[src/hw/rtl/bbtc_pkg.sv]
`default_nettype none
// ----------------------------------------------------------------------------
// bbtc_pkg: shared types and constants of the buffer tag cache
// Slot count, field widths, command and status codes, and the structs that
// run between the slot cells and the top level.
// ----------------------------------------------------------------------------
package bbtc_pkg;

	localparam int NUM_SLOTS = 16;
	localparam int IDX_W     = $clog2(NUM_SLOTS);
	localparam int DEV_W     = 8;
	localparam int BLK_W     = 24;
	localparam int CNT_W     = 8;
	localparam int SLOT_W    = 4;
	localparam int STAT_W    = 3;
	localparam int CMD_W     = 2;
	// common width for comparing a requested slot against a cell index
	localparam int CMP_W     = (SLOT_W > IDX_W) ? SLOT_W : IDX_W;

	localparam logic [CNT_W-1:0] CNT_MAX = {CNT_W{1'b1}};
	localparam logic [CNT_W-1:0] CNT_ONE = CNT_W'(1);

	// commands
	localparam logic [CMD_W-1:0] CMD_GET     = 2'd0;
	localparam logic [CMD_W-1:0] CMD_RELEASE = 2'd1;
	localparam logic [CMD_W-1:0] CMD_DROP    = 2'd2;
	localparam logic [CMD_W-1:0] CMD_NONE    = 2'd3;

	// result status codes
	localparam logic [STAT_W-1:0] ST_HIT      = 3'd0;
	localparam logic [STAT_W-1:0] ST_FILLED   = 3'd1;
	localparam logic [STAT_W-1:0] ST_REPLACED = 3'd2;
	localparam logic [STAT_W-1:0] ST_NOFREE   = 3'd3;
	localparam logic [STAT_W-1:0] ST_RELEASED = 3'd4;
	localparam logic [STAT_W-1:0] ST_DROPPED  = 3'd5;

	// one request as held in the pipeline
	typedef struct packed {
		logic [CMD_W-1:0]  cmd;
		logic [DEV_W-1:0]  dev;
		logic [BLK_W-1:0]  blk;
		logic [SLOT_W-1:0] slot;
	} bbtc_req_t;

	// global decision signals broadcast to every cell
	typedef struct packed {
		logic fire;
		logic any_hit;
		logic any_empty;
	} bbtc_ctl_t;

	// result bus, OR-collected along the row
	typedef struct packed {
		logic [IDX_W-1:0] idx;
		logic [CNT_W-1:0] refs;
		logic             ev;
		logic [DEV_W-1:0] ev_dev;
		logic [BLK_W-1:0] ev_blk;
	} bbtc_bus_t;

	// chain running from slot 0 upward: lower hit seen, result bus
	typedef struct packed {
		logic      hit;
		bbtc_bus_t bus;
	} bbtc_up_t;

	// chain running from the top slot downward: higher free slots seen
	typedef struct packed {
		logic empty;
		logic unused;
	} bbtc_dn_t;

endpackage
`default_nettype wire

[src/hw/rtl/bbtc_in_if.sv]
`default_nettype none
// ----------------------------------------------------------------------------
// bbtc_in_if: request channel
// Valid/ready handshake carrying one command word.
// ----------------------------------------------------------------------------
interface bbtc_in_if;
	logic                        valid;
	logic                        ready;
	logic [bbtc_pkg::CMD_W-1:0]  command;
	logic [bbtc_pkg::DEV_W-1:0]  device;
	logic [bbtc_pkg::BLK_W-1:0]  block_number;
	logic [bbtc_pkg::SLOT_W-1:0] slot;

	modport source (output valid, command, device, block_number, slot, input ready);
	modport sink   (input valid, command, device, block_number, slot, output ready);
endinterface
`default_nettype wire

[src/hw/rtl/bbtc_out_if.sv]
`default_nettype none
// ----------------------------------------------------------------------------
// bbtc_out_if: response channel
// Valid/ready handshake carrying one result word.
// ----------------------------------------------------------------------------
interface bbtc_out_if;
	logic                        valid;
	logic                        ready;
	logic [bbtc_pkg::STAT_W-1:0] status;
	logic [bbtc_pkg::SLOT_W-1:0] slot_index;
	logic [bbtc_pkg::CNT_W-1:0]  ref_count;
	logic                        evicted;
	logic [bbtc_pkg::DEV_W-1:0]  evicted_device;
	logic [bbtc_pkg::BLK_W-1:0]  evicted_block;

	modport source (output valid, status, slot_index, ref_count, evicted,
		evicted_device, evicted_block, input ready);
	modport sink   (input valid, status, slot_index, ref_count, evicted,
		evicted_device, evicted_block, output ready);
endinterface
`default_nettype wire

[src/hw/rtl/block_buffer_tag_cache.sv]
`default_nettype none
// ----------------------------------------------------------------------------
// block_buffer_tag_cache: fully associative buffer tag table
// Row of slot cells with lookup, fill, replace, release and drop.
// ----------------------------------------------------------------------------
// Usage:
//   req carries one command word (get, release or drop); rsp returns one
//   result word per get, release or drop. Command code 3 is absorbed and
//   gives no result word.
//   Stage 1 compares the tag in every cell; stage 2 runs the priority
//   chains along the cell row, updates the chosen slot and loads the
//   output register. No word is taken while another sits in stage 1;
//   the next word is taken at the earliest in the cycle its predecessor
//   leaves stage 2, so it sees the updated table.
//   Reset clears the whole table (all slots invalid, tags and counts zero)
//   at once; no clearing pass is needed.
//   When rsp stalls, the finished word waits in the output register, the
//   next word can still enter and stop in stage 2, and req then drops ready
//   until the output register frees up.
// ----------------------------------------------------------------------------
module block_buffer_tag_cache (
	input  wire        clk,
	input  wire        arst_n,
	bbtc_in_if.sink    req,
	bbtc_out_if.source rsp
);
	import bbtc_pkg::*;

	logic      s1_v_q, s2_v_q;
	bbtc_req_t req_s1, req_s2;
	logic      accept, s2_go;
	bbtc_ctl_t ctl;

	bbtc_up_t up [NUM_SLOTS+1];
	bbtc_dn_t dn [NUM_SLOTS+1];
	logic [NUM_SLOTS-1:0] sel_vec;

	logic any_unused;
	logic [STAT_W-1:0] status_d;
	bbtc_bus_t bus;

	logic              out_v_q;
	logic [STAT_W-1:0] status_q;
	logic [SLOT_W-1:0] slot_index_q;
	logic [CNT_W-1:0]  ref_count_q;
	logic              evicted_q;
	logic [DEV_W-1:0]  ev_dev_q;
	logic [BLK_W-1:0]  ev_blk_q;

	// handshake
	assign s2_go     = !out_v_q || rsp.ready;
	assign req.ready = !s1_v_q && (!s2_v_q || s2_go);
	assign accept    = req.valid && req.ready;

	assign ctl.fire = s2_v_q && s2_go;

	// pipeline control
	always_ff @(posedge clk or negedge arst_n) begin
		if (!arst_n) begin
			s1_v_q <= 1'b0;
			s2_v_q <= 1'b0;
		end else begin
			s1_v_q <= accept;
			if (s1_v_q) begin
				s2_v_q <= 1'b1;
			end else if (ctl.fire) begin
				s2_v_q <= 1'b0;
			end
		end
	end

	// request payload
	always_ff @(posedge clk) begin
		if (accept) begin
			req_s1.cmd  <= req.command;
			req_s1.dev  <= req.device;
			req_s1.blk  <= req.block_number;
			req_s1.slot <= req.slot;
		end
		if (s1_v_q) begin
			req_s2 <= req_s1;
		end
	end

	// chain ends
	assign up[0]         = '0;
	assign dn[NUM_SLOTS] = '0;

	// row of slot cells
	for (genvar i = 0; i < NUM_SLOTS; i++) begin : g_cell
		bbtc_cell u_cell (
			.clk     (clk),
			.arst_n  (arst_n),
			.idx     (IDX_W'(i)),
			.load_s1 (s1_v_q),
			.req_s1  (req_s1),
			.req_s2  (req_s2),
			.ctl     (ctl),
			.up_in   (up[i]),
			.up_out  (up[i+1]),
			.dn_in   (dn[i+1]),
			.dn_out  (dn[i]),
			.sel     (sel_vec[i])
		);
	end

	assign ctl.any_hit   = up[NUM_SLOTS].hit;
	assign ctl.any_empty = dn[0].empty;
	assign any_unused    = dn[0].unused;
	assign bus           = up[NUM_SLOTS].bus;

	// result status
	always_comb begin
		unique case (req_s2.cmd)
			CMD_GET: begin
				priority if (ctl.any_hit)   status_d = ST_HIT;
				else if (ctl.any_empty)     status_d = ST_FILLED;
				else if (any_unused)        status_d = ST_REPLACED;
				else                        status_d = ST_NOFREE;
			end
			CMD_RELEASE: status_d = ST_RELEASED;
			CMD_DROP:    status_d = ST_DROPPED;
			default:     status_d = ST_NOFREE;
		endcase
	end

	// output register
	always_ff @(posedge clk or negedge arst_n) begin
		if (!arst_n) begin
			out_v_q <= 1'b0;
		end else if (ctl.fire && (req_s2.cmd != CMD_NONE)) begin
			out_v_q <= 1'b1;
		end else if (rsp.ready) begin
			out_v_q <= 1'b0;
		end
	end

	always_ff @(posedge clk) begin
		if (ctl.fire && (req_s2.cmd != CMD_NONE)) begin
			status_q     <= status_d;
			slot_index_q <= (req_s2.cmd == CMD_GET) ? SLOT_W'(bus.idx) : req_s2.slot;
			ref_count_q  <= bus.refs;
			evicted_q    <= bus.ev;
			ev_dev_q     <= bus.ev_dev;
			ev_blk_q     <= bus.ev_blk;
		end
	end

	assign rsp.valid          = out_v_q;
	assign rsp.status         = status_q;
	assign rsp.slot_index     = slot_index_q;
	assign rsp.ref_count      = ref_count_q;
	assign rsp.evicted        = evicted_q;
	assign rsp.evicted_device = ev_dev_q;
	assign rsp.evicted_block  = ev_blk_q;

`ifndef SYNTHESIS
	// at most one cell acts on a word
	a_one_sel: assert property (@(posedge clk) disable iff (!arst_n)
		s2_v_q |-> $onehot0(sel_vec))
		else $error("more than one slot selected");

	// no free slot means no cell was touched
	a_nofree_idle: assert property (@(posedge clk) disable iff (!arst_n)
		(s2_v_q && (req_s2.cmd == CMD_GET) && (status_d == ST_NOFREE)) |-> (sel_vec == '0))
		else $error("slot selected on no-free result");

	// stage 1 always advances into stage 2
	a_s1_adv: assert property (@(posedge clk) disable iff (!arst_n)
		s1_v_q |=> (s2_v_q && !s1_v_q))
		else $error("stage 1 did not advance");

	// evicted tag fields are zero unless an eviction is reported
	a_ev_zero: assert property (@(posedge clk) disable iff (!arst_n)
		(out_v_q && !evicted_q) |-> ((ev_dev_q == '0) && (ev_blk_q == '0)))
		else $error("evicted tag without eviction");
`endif

endmodule
`default_nettype wire

[src/hw/rtl/bbtc_cell.sv]
`default_nettype none
// ----------------------------------------------------------------------------
// bbtc_cell: one buffer slot
// Holds valid, tags and reference count. Compares the tag in stage 1,
// then takes part in the priority chains and drives the result bus in
// stage 2, updating its own entry when the word completes.
// ----------------------------------------------------------------------------
module bbtc_cell (
	input  wire                          clk,
	input  wire                          arst_n,
	input  wire [bbtc_pkg::IDX_W-1:0]    idx,
	input  wire                          load_s1,
	input  wire bbtc_pkg::bbtc_req_t     req_s1,
	input  wire bbtc_pkg::bbtc_req_t     req_s2,
	input  wire bbtc_pkg::bbtc_ctl_t     ctl,
	input  wire bbtc_pkg::bbtc_up_t      up_in,
	output bbtc_pkg::bbtc_up_t           up_out,
	input  wire bbtc_pkg::bbtc_dn_t      dn_in,
	output bbtc_pkg::bbtc_dn_t           dn_out,
	output logic                         sel
);
	import bbtc_pkg::*;

	logic             valid_q;
	logic [DEV_W-1:0] dev_q;
	logic [BLK_W-1:0] blk_q;
	logic [CNT_W-1:0] refs_q;

	logic hit_s2, empty_s2, unused_s2;

	logic is_get, is_rel, is_drop, slot_hit;
	logic win_hit, win_fill, win_rep, rel_sel, drop_sel;
	logic [CNT_W-1:0] new_refs;
	bbtc_bus_t mine;

	// stage 1: tag compare and free-slot flags
	always_ff @(posedge clk or negedge arst_n) begin
		if (!arst_n) begin
			hit_s2    <= 1'b0;
			empty_s2  <= 1'b0;
			unused_s2 <= 1'b0;
		end else if (load_s1) begin
			hit_s2    <= valid_q && (dev_q == req_s1.dev) && (blk_q == req_s1.blk);
			empty_s2  <= !valid_q;
			unused_s2 <= valid_q && (refs_q == '0);
		end
	end

	// stage 2: decode and priority
	always_comb begin
		is_get   = (req_s2.cmd == CMD_GET);
		is_rel   = (req_s2.cmd == CMD_RELEASE);
		is_drop  = (req_s2.cmd == CMD_DROP);
		slot_hit = (CMP_W'(req_s2.slot) == CMP_W'(idx));
		// lowest matching slot wins a hit
		win_hit  = is_get && hit_s2 && !up_in.hit;
		// highest empty slot, else highest unreferenced slot
		win_fill = is_get && !ctl.any_hit && empty_s2 && !dn_in.empty;
		win_rep  = is_get && !ctl.any_hit && !ctl.any_empty && unused_s2 && !dn_in.unused;
		rel_sel  = is_rel && slot_hit;
		drop_sel = is_drop && slot_hit;
		sel      = win_hit || win_fill || win_rep || rel_sel || drop_sel;
	end

	// count after the step
	always_comb begin
		priority if (win_hit) begin
			new_refs = (refs_q == CNT_MAX) ? refs_q : refs_q + CNT_ONE;
		end else if (win_fill || win_rep) begin
			new_refs = CNT_ONE;
		end else if (rel_sel) begin
			new_refs = (refs_q != '0) ? refs_q - CNT_ONE : refs_q;
		end else if (drop_sel) begin
			new_refs = '0;
		end else begin
			new_refs = refs_q;
		end
	end

	// own contribution to the result bus, zero unless selected
	always_comb begin
		mine = '0;
		if (sel) begin
			mine.idx  = idx;
			mine.refs = new_refs;
			mine.ev   = valid_q && (drop_sel || win_rep);
			if (mine.ev) begin
				mine.ev_dev = dev_q;
				mine.ev_blk = blk_q;
			end
		end
	end

	// hand-off to neighbors
	assign up_out.hit    = up_in.hit | hit_s2;
	assign up_out.bus    = up_in.bus | mine;
	assign dn_out.empty  = dn_in.empty | empty_s2;
	assign dn_out.unused = dn_in.unused | unused_s2;

	// entry update when the word completes
	always_ff @(posedge clk or negedge arst_n) begin
		if (!arst_n) begin
			valid_q <= 1'b0;
			dev_q   <= '0;
			blk_q   <= '0;
			refs_q  <= '0;
		end else if (ctl.fire && sel) begin
			refs_q <= new_refs;
			if (win_fill || win_rep) begin
				valid_q <= 1'b1;
				dev_q   <= req_s2.dev;
				blk_q   <= req_s2.blk;
			end else if (drop_sel) begin
				valid_q <= 1'b0;
				dev_q   <= '0;
				blk_q   <= '0;
			end
		end
	end

endmodule
`default_nettype wire
[src/flat_wrapper.sv]
// flat-port wrapper written by rule: the top's interface ports become plain ports
module block_buffer_tag_cache_flat import bbtc_pkg::*;
  (clk, arst_n, req_valid, req_command, req_device, req_block_number, req_slot, req_ready, rsp_valid, rsp_status, rsp_slot_index, rsp_ref_count, rsp_evicted, rsp_evicted_device, rsp_evicted_block, rsp_ready);
  bbtc_in_if req_i ();
  bbtc_out_if rsp_i ();
  input  wire clk;
  input  wire arst_n;
  input wire logic [$bits(req_i.valid)-1:0] req_valid;
  input wire logic [$bits(req_i.command)-1:0] req_command;
  input wire logic [$bits(req_i.device)-1:0] req_device;
  input wire logic [$bits(req_i.block_number)-1:0] req_block_number;
  input wire logic [$bits(req_i.slot)-1:0] req_slot;
  output wire logic [$bits(req_i.ready)-1:0] req_ready;
  output wire logic [$bits(rsp_i.valid)-1:0] rsp_valid;
  output wire logic [$bits(rsp_i.status)-1:0] rsp_status;
  output wire logic [$bits(rsp_i.slot_index)-1:0] rsp_slot_index;
  output wire logic [$bits(rsp_i.ref_count)-1:0] rsp_ref_count;
  output wire logic [$bits(rsp_i.evicted)-1:0] rsp_evicted;
  output wire logic [$bits(rsp_i.evicted_device)-1:0] rsp_evicted_device;
  output wire logic [$bits(rsp_i.evicted_block)-1:0] rsp_evicted_block;
  input wire logic [$bits(rsp_i.ready)-1:0] rsp_ready;
  assign req_i.valid = req_valid;
  assign req_i.command = req_command;
  assign req_i.device = req_device;
  assign req_i.block_number = req_block_number;
  assign req_i.slot = req_slot;
  assign req_ready = req_i.ready;
  assign rsp_valid = rsp_i.valid;
  assign rsp_status = rsp_i.status;
  assign rsp_slot_index = rsp_i.slot_index;
  assign rsp_ref_count = rsp_i.ref_count;
  assign rsp_evicted = rsp_i.evicted;
  assign rsp_evicted_device = rsp_i.evicted_device;
  assign rsp_evicted_block = rsp_i.evicted_block;
  assign rsp_i.ready = rsp_ready;
  block_buffer_tag_cache u_core (.clk(clk), .arst_n(arst_n), .req(req_i), .rsp(rsp_i));
endmodule
[config.mk]
export PLATFORM = sky130hd
export DESIGN_NAME = block_buffer_tag_cache_flat
export DESIGN_NICKNAME = d
export VERILOG_FILES = /design/src/hw/rtl/bbtc_pkg.sv /design/src/hw/rtl/bbtc_in_if.sv /design/src/hw/rtl/bbtc_out_if.sv /design/src/hw/rtl/block_buffer_tag_cache.sv /design/src/hw/rtl/bbtc_cell.sv /design/src/flat_wrapper.sv
export SDC_FILE = /design/constraint.sdc
export NUM_CORES = 2
export LEC_CHECK = 0
export CAP_MARGIN = 20
export CORE_AREA = 8 8 324 326
export CTS_CLUSTER_SIZE = 40
export DETAILED_ROUTE_END_ITERATION = 8
export DIE_AREA = 0 0 332 334
export DONT_BUFFER_PORTS = 1
export SETUP_SLACK_MARGIN = 0.1
export SLEW_MARGIN = 40
export SYNTH_ARGS = -nofsm -noshare
export SYNTH_HDL_FRONTEND = slang
export SYNTH_SLANG_ARGS = --single-unit
[constraint.sdc]
create_clock -name clk -period 3.9 [get_ports clk]
set_input_delay 0.39 -clock clk [delete_from_list [all_inputs] [get_ports clk]]
set_output_delay 0.39 -clock clk [all_outputs]
set_load 0.1 [all_outputs]
==> flow_summary_export.csv <==
group,metric,value,unit
status,status,"completed",
worst_setup_path,rrSetupSlack,0.07,ns
yosys,dominantRegCellSynth,"dfrtp_1",
timing,min_period,3.833,ns
place,port_buffers,0,
place,placed_area,54790,µm²
timing,finalSetupViolCount,0,
timing,final_hold_viol_count,0,
run,timing.max_cap.violations,0,
grt,grt_overflow,0,
drt,antenna_left,0,
finish,fillers,8409,
worst_setup_path,reg2reg_depth,10,
grt,grt_max_degree,708,
finish,drive_gt1_frac,0.1681,
yosys,ys_seq_area_frac,0.4343,
worst_setup_path,setup.worst_path.end_class,"register",
timing,fin_crit_sh,0.9827,
power,vdd_drop_max,0.4186,mV
finish,regArea,21420,µm²
die,dieHeight,334,µm
yosys,synth_seq_cells,831,
yosys,yosys.area.top_type,"dfrtp_1",
place,routabilityCongestion,1.142,
timing,tightest_slew,1.007,ns
worst_setup_path,path_class,"reg2reg",
worst_setup_path,r2r-end,"u_core.rsp.ref_count[1]",
yosys,synth_cells,5082,
grt,grt_pass1_wl,358800,µm
timing,rsz0062_at_grt,"true",
worst_setup_path,startpoint_type,"register",
finish,nets,5382,
finish,postLayoutCellArea,59170,µm²
worst_setup_path,critPathArrivalTime,4.26,ns
yosys,synth-edff-count,124,
drt,routedWlPerCell,38.56,µm
cts,clock_path_buffers,3,
place,dpl.hpwl,186300,µm
drt,avgViaCountPerCell,7.243,
die,core,99570,µm²
grt,grt_util_all_layers,0.4491,
timing,drv_slew,0,
min_path,hp-class,"in2async",
yosys,ys_async_sr_fraction,0.8508,
cts,htreeDepth,3,
yosys,syn-num-nets,5176,
cts,numCtsBuffers,95,
timing,fmax,260.9,MHz
cts,cts.sinks,831,
finish,multiInputGateArea,26430,µm²
yosys,synth_common_cells,"dfrtp_1 (707), a22o_1 (552), xor2_1 (462)",
drt,dr.pass1.iters,7,
yosys,synth_top_area_frac,0.3588,
worst_setup_path,critPathRequiredTime,4.33,ns
grt,first_global_vias,45260,
yosys,synth_cell_types,98,
cts,cts_tree,"done",
die,die_w,332,µm
finish,syn_to_final_growth,20.00,%
drt,drcViolationCount,0,
grt,antenna_found_initial,16,
yosys,yosysMostFrequentCell,"dfrtp_1",
cts,clk_latency,0.72,ns
worst_setup_path,worstPathMaxFanout,11,
cts,root_buffer,"clkbuf_16",
timing,skew,0.04845,ns
yosys,avgSynthCellArea,9.702,µm²
die,io_pins,92,
power,p_leak,25.59,nW
timing,slew_headroom,0.3266,
drt,drtIter0Drc,8494,
die,die_area,110900,µm²
timing,holdWs,0.2691,ns
drt,vias,48360,
cts,path_clk_slew,0.06,ns
die,initial_core_util,0.4952,
drt,wirelength,257500,µm
worst_setup_path,r2r-start,"u_core.req_s2[36]",
yosys,synth_area,49310,µm²
yosys,ys_top_cells_by_area,"dfrtp_1 (36%), a22o_1 (9.8%), xor2_1 (8.2%)",
power,pwr_density_cell,459.4,nW/µm²
die,num_rows,116,
yosys,yosys_warnings,0,
## stage by stage
| step | power (mW) | utilization | worst slack, ns | std cells | setup TNS [ns] |
|---|---|---|---|---|---|
| 2_1_floorplan | 14.17 | - | 0.2317 | 5082 | 0 |
| 4_1_cts | 26.53 | 0.5879 | 0.1054 | 6650 | 0 |
| 3_3_place_gp | 16.83 | 0.5378 | -0.5658 | 6380 | -1.132 |
| 6_report | 27.18 | 0.5943 | 0.06731 | 6676 | 0 |
| 5_1_grt | 27.77 | 0.5941 | 0.01702 | 6669 | 0 |
| 3_5_place_dp | 17.09 | 0.5502 | -0.5094 | 6429 | -0.6897 |
## cell type report
cell class	instances	area share
repair buffers	592	0.1021
multi-input cells	3669	0.4467
well taps	1298	0.02745
diodes	7	0.0002961
clock inverters	54	0.01019
clock buffers	126	0.04504
inverters	99	0.006281
flip-flops and latches	831	0.3620
## flip-flops by register name, summed over array words and instances (netlist names)
signal	cells
u_core.g_cell.u_cell.unused_s2	16
u_core.g_cell.u_cell.refs_q	128
u_core.rsp.ref_count	8
u_core.req_s2	38
u_core.g_cell.u_cell.hit_s2	16
u_core.g_cell.u_cell.empty_s2	16
u_core.g_cell.u_cell.valid_q	16
u_core.s1_v_q	1
u_core.rsp.evicted_block	24
u_core.rsp.valid	1
u_core.g_cell.u_cell.blk_q	384
u_core.rsp.status	3
u_core.g_cell.u_cell.dev_q	128
u_core.rsp.slot_index	4
u_core.req_s1	38
u_core.s2_v_q	1
u_core.rsp.evicted	1
u_core.rsp.evicted_device	8
## worst max-delay path by stage
stage,start,end,depth (start not counted)
detailed placement,u_core.req_s2[3],u_core.rsp.ref_count[2],10
floorplan,u_core.s1_v_q,u_core.req_s1[0],3
global route,u_core.req_s2[37],u_core.rsp.ref_count[4],13
CTS,u_core.g_cell[3].u_cell.empty_s2,u_core.rsp.ref_count[6],11
finish,u_core.req_s2[36],u_core.rsp.ref_count[1],10
global placement,u_core.req_s2[3],u_core.rsp.ref_count[4],9
## routing by layer
| layer | global-route usage | wire, µm |
|---|---|---|
| met3 | 0.1357 | 28470 |
| met5 | 0 | 55 |
| met4 | 0.4089 | 30840 |
| met1 | 0.5186 | 88220 |
| met2 | 0.6700 | 109900 |
## logic make-up after synthesis
group           synth area share
mux                     0.007714
buf+inv                  0.04552
xor+xnor                 0.09787
flops                     0.4343
fa+ha+maj                0.01320
compound gates            0.2436
simple gates              0.1578
## cell usage in the layout (no fill, tap or decap), types with 20 or more instances in the layout
master	instances
o31ai_1	32
o22ai_1	50
xnor2_1	87
mux2i_1	20
nand4_1	157
xor2_1	443
buf_12	43
buf_4	444
nand2b_1	31
nand2_1	236
edfxtp_1	124
buf_16	42
and4_1	26
o21ai_0	189
a222oi_1	64
nor4_1	140
a221oi_1	39
dfrtp_1	706
and3_1	76
a211oi_1	34
a21oi_1	181
and2_1	22
or3_1	29
nor3_1	128
a22o_1	552
o21a_1	29
a21o_1	31
a22oi_1	113
nor2_1	291
inv_1	99
clkbuf_16	98
o211ai_1	25
or2_2	20
dlygate4sd3_1	40
ha_1	52
nand3_1	95
a31oi_1	62
## power by group
group / internal, mW / switching [mW] / total, mW
sequential: 9.70 / 1.53 / 11.2
clock: 5.43 / 4.06 / 9.50
combinational: 2.34 / 4.12 / 6.46
## what timing repair did
| item | in CTS | in global routing |
|---|---|---|
| endpoints found under the hold margin | 746 | 100 |
| buffers inserted | 2 | 5 |
| hold buffers | 39 | 1 |
| setup endpoints to repair | 4 | 9 |
| gates resized for setup | 12 | 24 |
| pin swaps | 1 | 5 |
## critical path, stage by stage (launching register included)
cell,delay (ns)
edfxtp_1,0.42
ha_1,0.28
buf_4,0.21
nor2_1,0.15
nand2_1,0.27
o21ai_0,0.66
a21oi_1,0.27
a21oi_1,0.24
o22a_1,0.29
o21ai_1,0.20
or4_1,0.57
Note: power is estimated with default switching activity, not from simulation.
